## config.mk

```make
export PLATFORM = sky130hd
export DESIGN_NAME = token_expiry_table
export DESIGN_NICKNAME = d
export VERILOG_FILES = /design/src/tet_pkg.sv /design/src/token_expiry_table.sv
export VERILOG_INCLUDE_DIRS = /design/src /design/src/src
export SDC_FILE = /design/constraint.sdc
export NUM_CORES = 2
export LEC_CHECK = 0
export BUFFER_PORTS_ARGS = -buffer_cell sky130_fd_sc_hd__buf_2
export CAP_MARGIN = 20
export CORE_AREA = 2 2 341 343
export CTS_BUF_LIST = sky130_fd_sc_hd__clkbuf_4
export DETAILED_ROUTE_END_ITERATION = 12
export DIE_AREA = 0 0 343 345
export GPL_ROUTABILITY_DRIVEN = 0
export PLACE_DENSITY_LB_ADDON = 0.05
export SLEW_MARGIN = 15
export SYNTH_ARGS = -nofsm -noshare
export SYNTH_HDL_FRONTEND = slang
export SYNTH_SLANG_ARGS = --single-unit
```

## constraint.sdc

```tcl
create_clock -name aclk -period 9.26 [get_ports aclk]
set_input_delay 1.389 -clock aclk [delete_from_list [all_inputs] [get_ports aclk]]
set_output_delay 1.389 -clock aclk [all_outputs]
set_load 0.05 [all_outputs]
```

## src/token_expiry_table_macros.svh

```systemverilog
// ----------------------------------------------------------------------------
// Token expiry table assertion macros
// Shared property wrappers, clocked on aclk and disabled during reset.
// ----------------------------------------------------------------------------
`ifndef TOKEN_EXPIRY_TABLE_MACROS_SVH
`define TOKEN_EXPIRY_TABLE_MACROS_SVH

// The consequent must hold in the same cycle as the antecedent.
`define TET_ASSERT_SAME(label, ante, cons, msg) \
    label: assert property (@(posedge aclk) disable iff (!aresetn) \
        (ante) |-> (cons)) else $error(msg);

// The consequent must hold in the cycle after the antecedent.
`define TET_ASSERT_NEXT(label, ante, cons, msg) \
    label: assert property (@(posedge aclk) disable iff (!aresetn) \
        (ante) |=> (cons)) else $error(msg);

`endif

```

## src/tet_pkg.sv

```systemverilog
// ----------------------------------------------------------------------------
// Token expiry table package
// Table size, derived widths, operation and status codes, state encoding.
// ----------------------------------------------------------------------------
package tet_pkg;

    // Number of table entries and the widths that follow from it.
    localparam int ENTRIES = 16;
    localparam int IDX_W   = $clog2(ENTRIES);
    localparam int CNT_W   = $clog2(ENTRIES + 1);

    // Field widths.
    localparam int KEY_W   = 32;
    localparam int TIME_W  = 31;
    localparam int EXP_W   = 32;
    localparam int BIRTH_W = 32;
    localparam int LIVE_W  = 5;
    localparam int LIVE_MAX = 31;

    // Configuration register index (one register, selected by paddr[2]).
    localparam logic REG_TTL = 1'b0;
    localparam logic [TIME_W-1:0] TTL_RESET = 31'd5;

    typedef enum logic [1:0] {
        OP_GENERATE = 2'd0,
        OP_RENEW    = 2'd1,
        OP_COUNT    = 2'd2
    } op_t;

    typedef enum logic [1:0] {
        ST_DONE      = 2'd0,
        ST_FULL      = 2'd1,
        ST_NOT_FOUND = 2'd2
    } status_t;

    typedef enum logic [1:0] {
        S_IDLE,
        S_SWEEP,
        S_FINISH
    } state_t;

    // One memory word per table entry.
    typedef struct packed {
        logic [KEY_W-1:0]   key;
        logic [EXP_W-1:0]   expiry;
        logic [BIRTH_W-1:0] birth;
    } entry_t;

endpackage

```

## src/token_expiry_table.sv

```systemverilog
// ----------------------------------------------------------------------------
// Token expiry table
// A bounded table of keyed tokens with expiry times. Each operation frees
// expired entries, then generates, renews or only counts, and returns the
// number of live entries with a status.
// ----------------------------------------------------------------------------
// An accepted word is swept over every entry before the next word can be
// accepted: the entries sit in one memory with a single read port, so the
// sweep reads one entry per cycle and evaluates it from the registered read
// data, then a write-back state also loads the result register, and the
// table returns to idle. A result waiting at the output does not block
// the next word from being accepted; it only holds the write-back of the
// following word until the result is taken. There is no clearing pass after
// reset; validity is kept in flip-flops. time_to_live is written through the
// APB port at byte address 0 and must only be changed while the table is idle.
// ----------------------------------------------------------------------------
module token_expiry_table
    import tet_pkg::*;
(
    input  logic                aclk,
    input  logic                aresetn,

    // Configuration port
    input  logic                psel,
    input  logic                penable,
    input  logic                pwrite,
    input  logic [2:0]          paddr,
    input  logic [31:0]         pwdata,
    output logic [31:0]         prdata,
    output logic                pready,

    // Operation input
    input  logic                s_valid,
    output logic                s_ready,
    input  logic [1:0]          s_opcode,
    input  logic [KEY_W-1:0]    s_token_key,
    input  logic [TIME_W-1:0]   s_current_time,

    // Result output
    output logic                m_valid,
    input  logic                m_ready,
    output logic [LIVE_W-1:0]   m_live_count,
    output logic [1:0]          m_status
);

    // Control registers.
    state_t               state_reg, state_next;
    logic [ENTRIES-1:0]   valid_reg, valid_next;
    logic [BIRTH_W-1:0]   nbo_reg, nbo_next;
    logic [TIME_W-1:0]    ttl_reg, ttl_next;
    logic [IDX_W:0]       issue_cnt_reg, issue_cnt_next;
    logic                 proc_vld_reg, proc_vld_next;
    logic                 m_valid_reg, m_valid_next;
    logic                 free_found_reg, free_found_next;
    logic                 best_found_reg, best_found_next;

    // Operation and scan payload registers.
    logic [1:0]           op_reg, op_next;
    logic [KEY_W-1:0]     key_reg, key_next;
    logic [TIME_W-1:0]    now_reg, now_next;
    logic [IDX_W-1:0]     proc_idx_reg, proc_idx_next;
    logic [IDX_W-1:0]     free_idx_reg, free_idx_next;
    logic [IDX_W-1:0]     best_idx_reg, best_idx_next;
    logic [BIRTH_W-1:0]   best_age_reg, best_age_next;
    logic [BIRTH_W-1:0]   best_birth_reg, best_birth_next;
    logic [CNT_W-1:0]     cnt_reg, cnt_next;
    logic [LIVE_W-1:0]    live_reg, live_next;
    logic [1:0]           status_reg, status_next;

    // Entry memory.
    entry_t               mem [ENTRIES];
    entry_t               rd_data_reg;
    logic [IDX_W-1:0]     rd_addr;
    logic                 mem_we;
    logic [IDX_W-1:0]     mem_waddr;
    entry_t               mem_wdata;

    // Combinational helpers.
    logic                 cfg_wr;
    logic [EXP_W-1:0]     new_expiry;
    logic                 entry_live;
    logic [BIRTH_W-1:0]   entry_age;
    logic                 out_free;
    logic [CNT_W-1:0]     cnt_final;

    // APB register access; pready is always high.
    assign pready = 1'b1;
    assign cfg_wr = psel && penable && pwrite && pready;
    assign prdata = (paddr[2] == REG_TTL) ? {1'b0, ttl_reg} : 32'd0;

    always_comb begin
        ttl_next = ttl_reg;
        if (cfg_wr && paddr[2] == REG_TTL) begin
            ttl_next = pwdata[TIME_W-1:0];
        end
    end

    // Handshake outputs.
    assign s_ready      = (state_reg == S_IDLE);
    assign m_valid      = m_valid_reg;
    assign m_live_count = live_reg;
    assign m_status     = status_reg;
    assign out_free     = !m_valid_reg || m_ready;

    // Expiry given to a generated or renewed entry; never overflows 32 bits.
    assign new_expiry = {1'b0, now_reg} + {1'b0, ttl_reg};

    // Entry under evaluation: live if valid and expiring after now.
    assign entry_live = valid_reg[proc_idx_reg] &&
                        (rd_data_reg.expiry > {1'b0, now_reg});
    assign entry_age  = nbo_reg - rd_data_reg.birth;

    // Read address follows the issue counter.
    assign rd_addr = issue_cnt_reg[IDX_W-1:0];

    // Next state, scan accumulation, write-back and result.
    always_comb begin
        state_next      = state_reg;
        valid_next      = valid_reg;
        nbo_next        = nbo_reg;
        issue_cnt_next  = issue_cnt_reg;
        proc_vld_next   = 1'b0;
        proc_idx_next   = proc_idx_reg;
        m_valid_next    = m_valid_reg;
        free_found_next = free_found_reg;
        best_found_next = best_found_reg;
        op_next         = op_reg;
        key_next        = key_reg;
        now_next        = now_reg;
        free_idx_next   = free_idx_reg;
        best_idx_next   = best_idx_reg;
        best_age_next   = best_age_reg;
        best_birth_next = best_birth_reg;
        cnt_next        = cnt_reg;
        live_next       = live_reg;
        status_next     = status_reg;
        mem_we          = 1'b0;
        mem_waddr       = free_idx_reg;
        mem_wdata       = '{key: key_reg, expiry: new_expiry, birth: nbo_reg};
        cnt_final       = cnt_reg;

        // The result register empties when the word is taken.
        if (m_valid_reg && m_ready) begin
            m_valid_next = 1'b0;
        end

        case (state_reg)
            S_IDLE: begin
                if (s_valid) begin
                    op_next         = s_opcode;
                    key_next        = s_token_key;
                    now_next        = s_current_time;
                    issue_cnt_next  = '0;
                    free_found_next = 1'b0;
                    best_found_next = 1'b0;
                    cnt_next        = '0;
                    state_next      = S_SWEEP;
                end
            end

            S_SWEEP: begin
                // Issue one read per cycle.
                if (issue_cnt_reg < (IDX_W+1)'(ENTRIES)) begin
                    proc_vld_next  = 1'b1;
                    proc_idx_next  = issue_cnt_reg[IDX_W-1:0];
                    issue_cnt_next = issue_cnt_reg + 1'b1;
                end

                // Evaluate the entry whose data has arrived.
                if (proc_vld_reg) begin
                    if (!entry_live) begin
                        valid_next[proc_idx_reg] = 1'b0;
                        if (!free_found_reg) begin
                            free_found_next = 1'b1;
                            free_idx_next   = proc_idx_reg;
                        end
                    end else begin
                        cnt_next = cnt_reg + 1'b1;
                        if (rd_data_reg.key == key_reg &&
                            (!best_found_reg || entry_age > best_age_reg)) begin
                            best_found_next = 1'b1;
                            best_idx_next   = proc_idx_reg;
                            best_age_next   = entry_age;
                            best_birth_next = rd_data_reg.birth;
                        end
                    end
                    if (proc_idx_reg == IDX_W'(ENTRIES - 1)) begin
                        state_next = S_FINISH;
                    end
                end
            end

            S_FINISH: begin
                // Write back and load the result once the output is free.
                if (out_free) begin
                    status_next = ST_DONE;
                    if (op_reg == OP_GENERATE) begin
                        if (free_found_reg) begin
                            mem_we                  = 1'b1;
                            mem_waddr               = free_idx_reg;
                            valid_next[free_idx_reg] = 1'b1;
                            nbo_next                = nbo_reg + 1'b1;
                            if (ttl_reg != '0) begin
                                cnt_final = cnt_reg + 1'b1;
                            end
                        end else begin
                            status_next = ST_FULL;
                        end
                    end else if (op_reg == OP_RENEW) begin
                        if (best_found_reg) begin
                            mem_we    = 1'b1;
                            mem_waddr = best_idx_reg;
                            mem_wdata = '{key: key_reg, expiry: new_expiry,
                                          birth: best_birth_reg};
                            if (ttl_reg == '0) begin
                                cnt_final = cnt_reg - 1'b1;
                            end
                        end else begin
                            status_next = ST_NOT_FOUND;
                        end
                    end
                    // Saturate the count to the output width.
                    if (32'(cnt_final) > 32'(LIVE_MAX)) begin
                        live_next = LIVE_W'(LIVE_MAX);
                    end else begin
                        live_next = LIVE_W'(cnt_final);
                    end
                    m_valid_next = 1'b1;
                    state_next   = S_IDLE;
                end
            end

            default: begin
                state_next = S_IDLE;
            end
        endcase
    end

    // Control registers with reset.
    always_ff @(posedge aclk) begin
        if (!aresetn) begin
            state_reg      <= S_IDLE;
            valid_reg      <= '0;
            nbo_reg        <= '0;
            ttl_reg        <= TTL_RESET;
            issue_cnt_reg  <= '0;
            proc_vld_reg   <= 1'b0;
            m_valid_reg    <= 1'b0;
            free_found_reg <= 1'b0;
            best_found_reg <= 1'b0;
        end else begin
            state_reg      <= state_next;
            valid_reg      <= valid_next;
            nbo_reg        <= nbo_next;
            ttl_reg        <= ttl_next;
            issue_cnt_reg  <= issue_cnt_next;
            proc_vld_reg   <= proc_vld_next;
            m_valid_reg    <= m_valid_next;
            free_found_reg <= free_found_next;
            best_found_reg <= best_found_next;
        end
    end

    // Payload registers.
    always_ff @(posedge aclk) begin
        op_reg         <= op_next;
        key_reg        <= key_next;
        now_reg        <= now_next;
        proc_idx_reg   <= proc_idx_next;
        free_idx_reg   <= free_idx_next;
        best_idx_reg   <= best_idx_next;
        best_age_reg   <= best_age_next;
        best_birth_reg <= best_birth_next;
        cnt_reg        <= cnt_next;
        live_reg       <= live_next;
        status_reg     <= status_next;
    end

    // Entry memory: one write port, one registered read port.
    always_ff @(posedge aclk) begin
        if (mem_we) begin
            mem[mem_waddr] <= mem_wdata;
        end
        rd_data_reg <= mem[rd_addr];
    end

    // Assertions.
`include "token_expiry_table_macros.svh"

    `TET_ASSERT_NEXT(a_accept_starts_sweep, s_valid && s_ready, state_reg == S_SWEEP && issue_cnt_reg == '0, "accepted word did not start a sweep at entry zero")
    `TET_ASSERT_SAME(a_full_means_all_valid, state_reg == S_FINISH && !free_found_reg, &valid_reg, "no free entry found although a valid bit is clear")
    `TET_ASSERT_SAME(a_count_bounded, m_valid, 32'(m_live_count) <= 32'(ENTRIES), "live count exceeds table size")
    `TET_ASSERT_NEXT(a_result_held, m_valid && !m_ready, m_valid && $stable(m_live_count) && $stable(m_status), "result word changed while stalled")

endmodule

```

Word level (Yosys, flattened, before mapping)
Memories as Yosys holds them, arrays and structs flattened. A register that Yosys moved wholly into a read port is not among the register bits. Index checks and enable logic that the tools add are counted.

Bitwise gates (word level): 6. Add/sub/neg operators: 6. Multiplexer cells: 64. Reductions and logical operators: 31. Magnitude comparators: 7. Eq/ne operators: 15.

Operators by type and width (count): $mux 32 (5); $mux 16 (5); $mux 5 (10); $add 31x31->32 (1); $add 32x1->32 const B (1); $eq 32x32->1 (1); $gt 32x31->1 (1); $gt 32x32->1 (1); $pmux 16 s2 (1); $sub 32x32->32 (1); $logic_not 31->1 (1); $mux 31 (1); $reduce_bool 31->1 (1); $reduce_and 4->1 (6); $mux 1 (22); $mux 4 (5); $ne 2x2->1 const B (10); $pmux 5 s2 (2); $and 16x16->16 (1); $not 16->16 (1); $or 16x16->16 (1); $mux 2 (7); $add 5x1->5 const B (2); $lt 4x5->1 const B (2); other kinds (20) (40).

Output and inout bits: 42. Input port bits: 107. Memories: 1. Register bits: 243. Bits in writable memories: 1536.

Memories: mem (words 16, width 96, rd ports 1, clocked after Yosys merged registers in 1, wr ports 1, line token_expiry_table.sv:71) `entry_t mem [ENTRIES];`.

Longest topological paths before layout
Depth after elaboration: 9. Mapped depth: 21.

Least setup slack after synthesis
Ideal clock, no wire load.

Path type: register -> register. Start: register nbo_reg[0]. End: register best_age_reg[0] (enable). Slack: 1.293 ns. Arrival: 7.450 ns. Cell stages (with the launch flop): 22. Path buffers: 0. Cells stage by stage: dfxtp_1 > inv_1 > ha_1 > fa_1 > nor2b_1 > o221ai_1 > a2111o_1 > a31oi_1 > a2111oi_2 > o31ai_2 > a31o_1 > a21oi_1 > xnor2_1 > ha_1 > nand4_1 > or2_2 > nor4_1 > nand2_1 > inv_1 > a2111oi_0 > a21o_1 > a21oi_1.

Word-level cells in the longest chain between the ends: 5.

Ends and longest elaborated chain: start: declaration (line token_expiry_table.sv:49) `logic [BIRTH_W-1:0] nbo_reg, nbo_next;`; start signal: assignment (line token_expiry_table.sv:254) `nbo_reg <= nbo_next;`; $sub 32x32->32 (line token_expiry_table.sv:111) `assign entry_age = nbo_reg - rd_data_reg.birth;`; named net entry_age[28] (line token_expiry_table.sv:82) `logic [BIRTH_W-1:0] entry_age;`; $gt 32x32->1 (line token_expiry_table.sv:180) `(!best_found_reg || entry_age > best_age_reg)) begin`; $logic_or 1x1->1 (line token_expiry_table.sv:180); $logic_and 1x1->1 (line token_expiry_table.sv:179) `if (rd_data_reg.key == key_reg &&`; $reduce_and 4->1 (no line); end signal: assignment (line token_expiry_table.sv:272) `best_age_reg <= best_age_next;`; end: declaration (line token_expiry_table.sv:64) `logic [BIRTH_W-1:0] best_age_reg, best_age_next;`.

The timed path passes the listed nets, and every way through them passes these cells. A chain may end at the register's enable or synchronous reset.

Final worst setup path
Start: register nbo_reg[0]. End: register best_birth_reg[22] (enable).

Word-level cells in the longest chain between the ends: 5.

Ends and longest elaborated chain: $sub 32x32->32 (line token_expiry_table.sv:111); named net entry_age[28] (line token_expiry_table.sv:82); $gt 32x32->1 (line token_expiry_table.sv:180); $logic_or 1x1->1 (line token_expiry_table.sv:180); $logic_and 1x1->1 (line token_expiry_table.sv:179); $reduce_and 4->1 (no line); end signal: assignment (line token_expiry_table.sv:273) `best_birth_reg <= best_birth_next;`; end: declaration (line token_expiry_table.sv:65) `logic [BIRTH_W-1:0] best_birth_reg, best_birth_next;`.

The timed path passes the listed nets, and every way through them passes these cells.

==> metrics.json <==
{
  "run_status": {
    "status": "completed"
  },
  "clocking": {
    "clock_tree.root_cell": "sky130_fd_sc_hd__clkbuf_4",
    "postCtsSetupBuffers": 0,
    "cts_tree": "done",
    "cts-htree-levels": 5,
    "cts.path.max_buffers": 4,
    "clk_latency_ns": 1.31,
    "cts_inserted_buffers": 460,
    "numClockSinks": 1875,
    "cts-resized-gates": 0,
    "clk_pin_slew_ns": 0.07,
    "cts-hold-fix-buffers": 0
  },
  "timing": {
    "setup_viol": 0,
    "rsz0062_at_grt": "false",
    "fmaxAchievable_ghz": 0.152,
    "final-max-slew-violation-count": 0,
    "post-route-min-period_ns": 6.59,
    "post-route-period-util_pct": 71.1,
    "finalClockSkew_ns": 0.0648,
    "fin_setup_tns_ns": 0,
    "max-slew-margin-rel_pct": 23.3,
    "worst_slew_pin_slew_ns": 1.15,
    "finalWorstSetupSlack_ns": 2.67,
    "finalHoldViolations": 0,
    "hold-worst-slack_ns": 0.263
  },
  "yosys": {
    "synth-seq-area-share_pct": 73.7,
    "netlist_area_um2": 73900,
    "synthesis.instances": 3748,
    "postSynthNetCount": 3986,
    "yosys_register_bits": 1875,
    "yosysUniqueCellTypes": 74,
    "ys_warn_count": 0,
    "dominantRegCellSynth": "sky130_fd_sc_hd__edfxtp_1",
    "synth.avg_cell_area_um2": 19.7,
    "postSynth.asyncResetShare_pct": 0,
    "synth-edff-count": 1689
  },
  "placement": {
    "place_worst_setup_slack_ns": 2.40,
    "place_hpwl_um": 82900,
    "placement.io_buffers": 143,
    "postPlaceCellArea_um2": 76600
  },
  "floorplan": {
    "core_region_area_um2": 115000,
    "std_cell_rows": 125,
    "floorplan.io_pins": 149,
    "die_area_um2": 118000,
    "fp.dieH_um": 345,
    "initial_utilization_pct": 64.2,
    "die_x_um": 343
  },
  "power_and_ir_drop": {
    "power.static_leakage_nw": 27.3,
    "power-per-cell-area_nw_per_um2": 202,
    "vdd_ir_drop_max_mv": 0.179
  },
  "setup_path": {
    "critical_path_buf_inv_count": 4,
    "worst_setup_path_class": "flip-flop to flip-flop",
    "critical_path_cell_with_the_highest_stage_delay": "sky130_fd_sc_hd__a21oi_4",
    "setup.worst_path.start_class": "flip-flop",
    "worst-endpoint-required_ns": 10.18,
    "cp_max_fo": 30,
    "critical_path.endpoint_type": "flip-flop",
    "timing.critical_path.slowest_cell_delay_ns": 0.57,
    "crit_path_max_delay_family": "compound AO/OA/AOI/OAI gates",
    "crit_path_cell_trace": "inv_1 -> ha_1 -> fa_1 -> nor2b_1 -> o221ai_1 -> a2111o_1 -> a31oi_1 -> a2111oi_2 -> o31ai_2 -> a31o_1 -> a21oi_1 -> xnor2_1 -> ha_1 -> nand4_1 -> or2_2 -> nor4_1 -> nand2_1 -> inv_1 -> a2111oi_0 -> a21o_1 -> a21oi_4 -> buf_16 -> buf_4",
    "critical_path_data_arrival_time_ns": 7.51
  },
  "drt": {
    "dr.pass1.iters": 6,
    "drt_drc": 0,
    "wl_um": 161000,
    "viasPerCell": 6.19,
    "initialDrtViolationCount": 3644,
    "avgRoutedWirePerCell_um": 26.1,
    "antenna_violating_nets_post_route": 0,
    "detailroute.via_count": 38189
  },
  "final_layout": {
    "largest_register_ff_count": 1536,
    "fillerInstances": 7075,
    "final_core_util_pct": 71.9,
    "nets": 4502,
    "area_growth_syn_to_layout_pct": 11.9,
    "mostFrequentLayoutCell": "sky130_fd_sc_hd__edfxtp_1",
    "final_layout_size_suffix_gt1_share_pct": 31.7,
    "stdcell_area_um2": 82700,
    "layout_common_cells": "sky130_fd_sc_hd__edfxtp_1 (1,689), sky130_fd_sc_hd__clkbuf_4 (721), sky130_fd_sc_hd__mux4_2 (485)"
  },
  "worst_hold_path": {
    "min_path_type": "input pin to flip-flop"
  },
  "global_route": {
    "grt_pass1_vias": 39315,
    "grt_pass1_wl_um": 241000,
    "grt.busiest_layer": "met2",
    "grt_use_met3_pct": 5.19,
    "grt_max_degree": 146,
    "grtUsageMet2_pct": 43.9,
    "antenna_violations_before_repair": 7,
    "grt_overflow": 0,
    "gr-usage-met1_pct": 40.3,
    "gr-usage-all-layers_pct": 27.7
  },
  "run": {
    "timing.max_cap.violations": 0
  }
}
-- metal layers --
layer	up-vias	share of wire, %
li1	16538	-
met4	2	1.7
met3	210	7.5
met1	19806	41
met5	-	0.0056
met2	1633	50
-- worst register-to-register path: cells and delay by family, from the launching register on --
family,cells,cell delay (ns)
compound gates,10,2.80
xor+xnor,1,0.15
fa+ha+maj,3,0.95
buf+inv,4,0.81
flops,1,0.38
simple gates,5,1.13
-- power breakdown --
group / internal (mW) / switching (mW) / total, mW
logic: 0.305 / 0.354 / 0.659
clock network: 3.52 / 3.14 / 6.67
registers: 9.27 / 0.0770 / 9.34
-- metrics by stage --
| step | std cells | power (mW) |
|---|---|---|
| floorplan | 3748 | 9.98 |
| global placement | 5313 | 10.1 |
| detailed placement | 5314 | 10.2 |
| CTS | 6150 | 16.8 |
| global route | 6168 | 17.3 |
| finish | 6168 | 16.7 |
-- final cells by class --
class / count / area, um^2 / share of cell area [%]
tap: 1524 / 1910 / 2.31
clock inverter: 122 / 503 / 0.608
multi-input combinational: 1599 / 18600 / 22.5
timing repair buffer: 202 / 1360 / 1.64
antenna: 6 / 15.0 / 0.0182
clock buffer: 714 / 5360 / 6.48
inverter: 126 / 474 / 0.573
sequential: 1875 / 54500 / 65.8
-- Yosys cell counts, types with 36 or more instances --
cell type / number / share of area [%]
sky130_fd_sc_hd__clkbuf_1: 107 / 0.54
sky130_fd_sc_hd__xnor2_1: 69 / 0.82
sky130_fd_sc_hd__a21oi_1: 81 / 0.55
sky130_fd_sc_hd__nand2_1: 209 / 1.1
sky130_fd_sc_hd__a21o_1: 54 / 0.55
sky130_fd_sc_hd__o21ai_0: 46 / 0.31
sky130_fd_sc_hd__nor2_1: 82 / 0.42
sky130_fd_sc_hd__dfxtp_1: 186 / 5.0
sky130_fd_sc_hd__a21boi_0: 36 / 0.37
sky130_fd_sc_hd__ha_1: 129 / 2.2
sky130_fd_sc_hd__nor2b_1: 54 / 0.46
sky130_fd_sc_hd__inv_1: 126 / 0.64
sky130_fd_sc_hd__mux4_2: 485 / 15
sky130_fd_sc_hd__xor2_1: 50 / 0.59
sky130_fd_sc_hd__edfxtp_1: 1689 / 69
-- worst paths after layout --
kind | from | end | slack (ns) | depth (start not counted)
setup / recovery | nbo_reg[0]$_SDFFE_PN0P_ | best_birth_reg[22]$_DFFE_PP_ | 2.67 | 23
hold reg to reg | rd_data_reg[0]$_DFF_P_ | best_birth_reg[0]$_DFFE_PP_ | 0.43 | 0
hold / removal | s_token_key[6] | key_reg[6]$_DFFE_PP_ | 0.26 | 1
setup reg to reg | nbo_reg[0]$_SDFFE_PN0P_ | best_birth_reg[22]$_DFFE_PP_ | 2.67 | 23
-- logic make-up after synthesis --
group	after synthesis	share of synthesized area [%]
xor gates and xnor gates	119	1.41
DFF	1875	73.7
other	2	0.0102
buffers and inverters	274	1.41
muxes	486	14.8
adders and majority gates	131	2.24
and+or+nand+nor	544	3.58
AOI/OAI and AO/OA	317	2.88
Power figures use the tool's default switching activity.
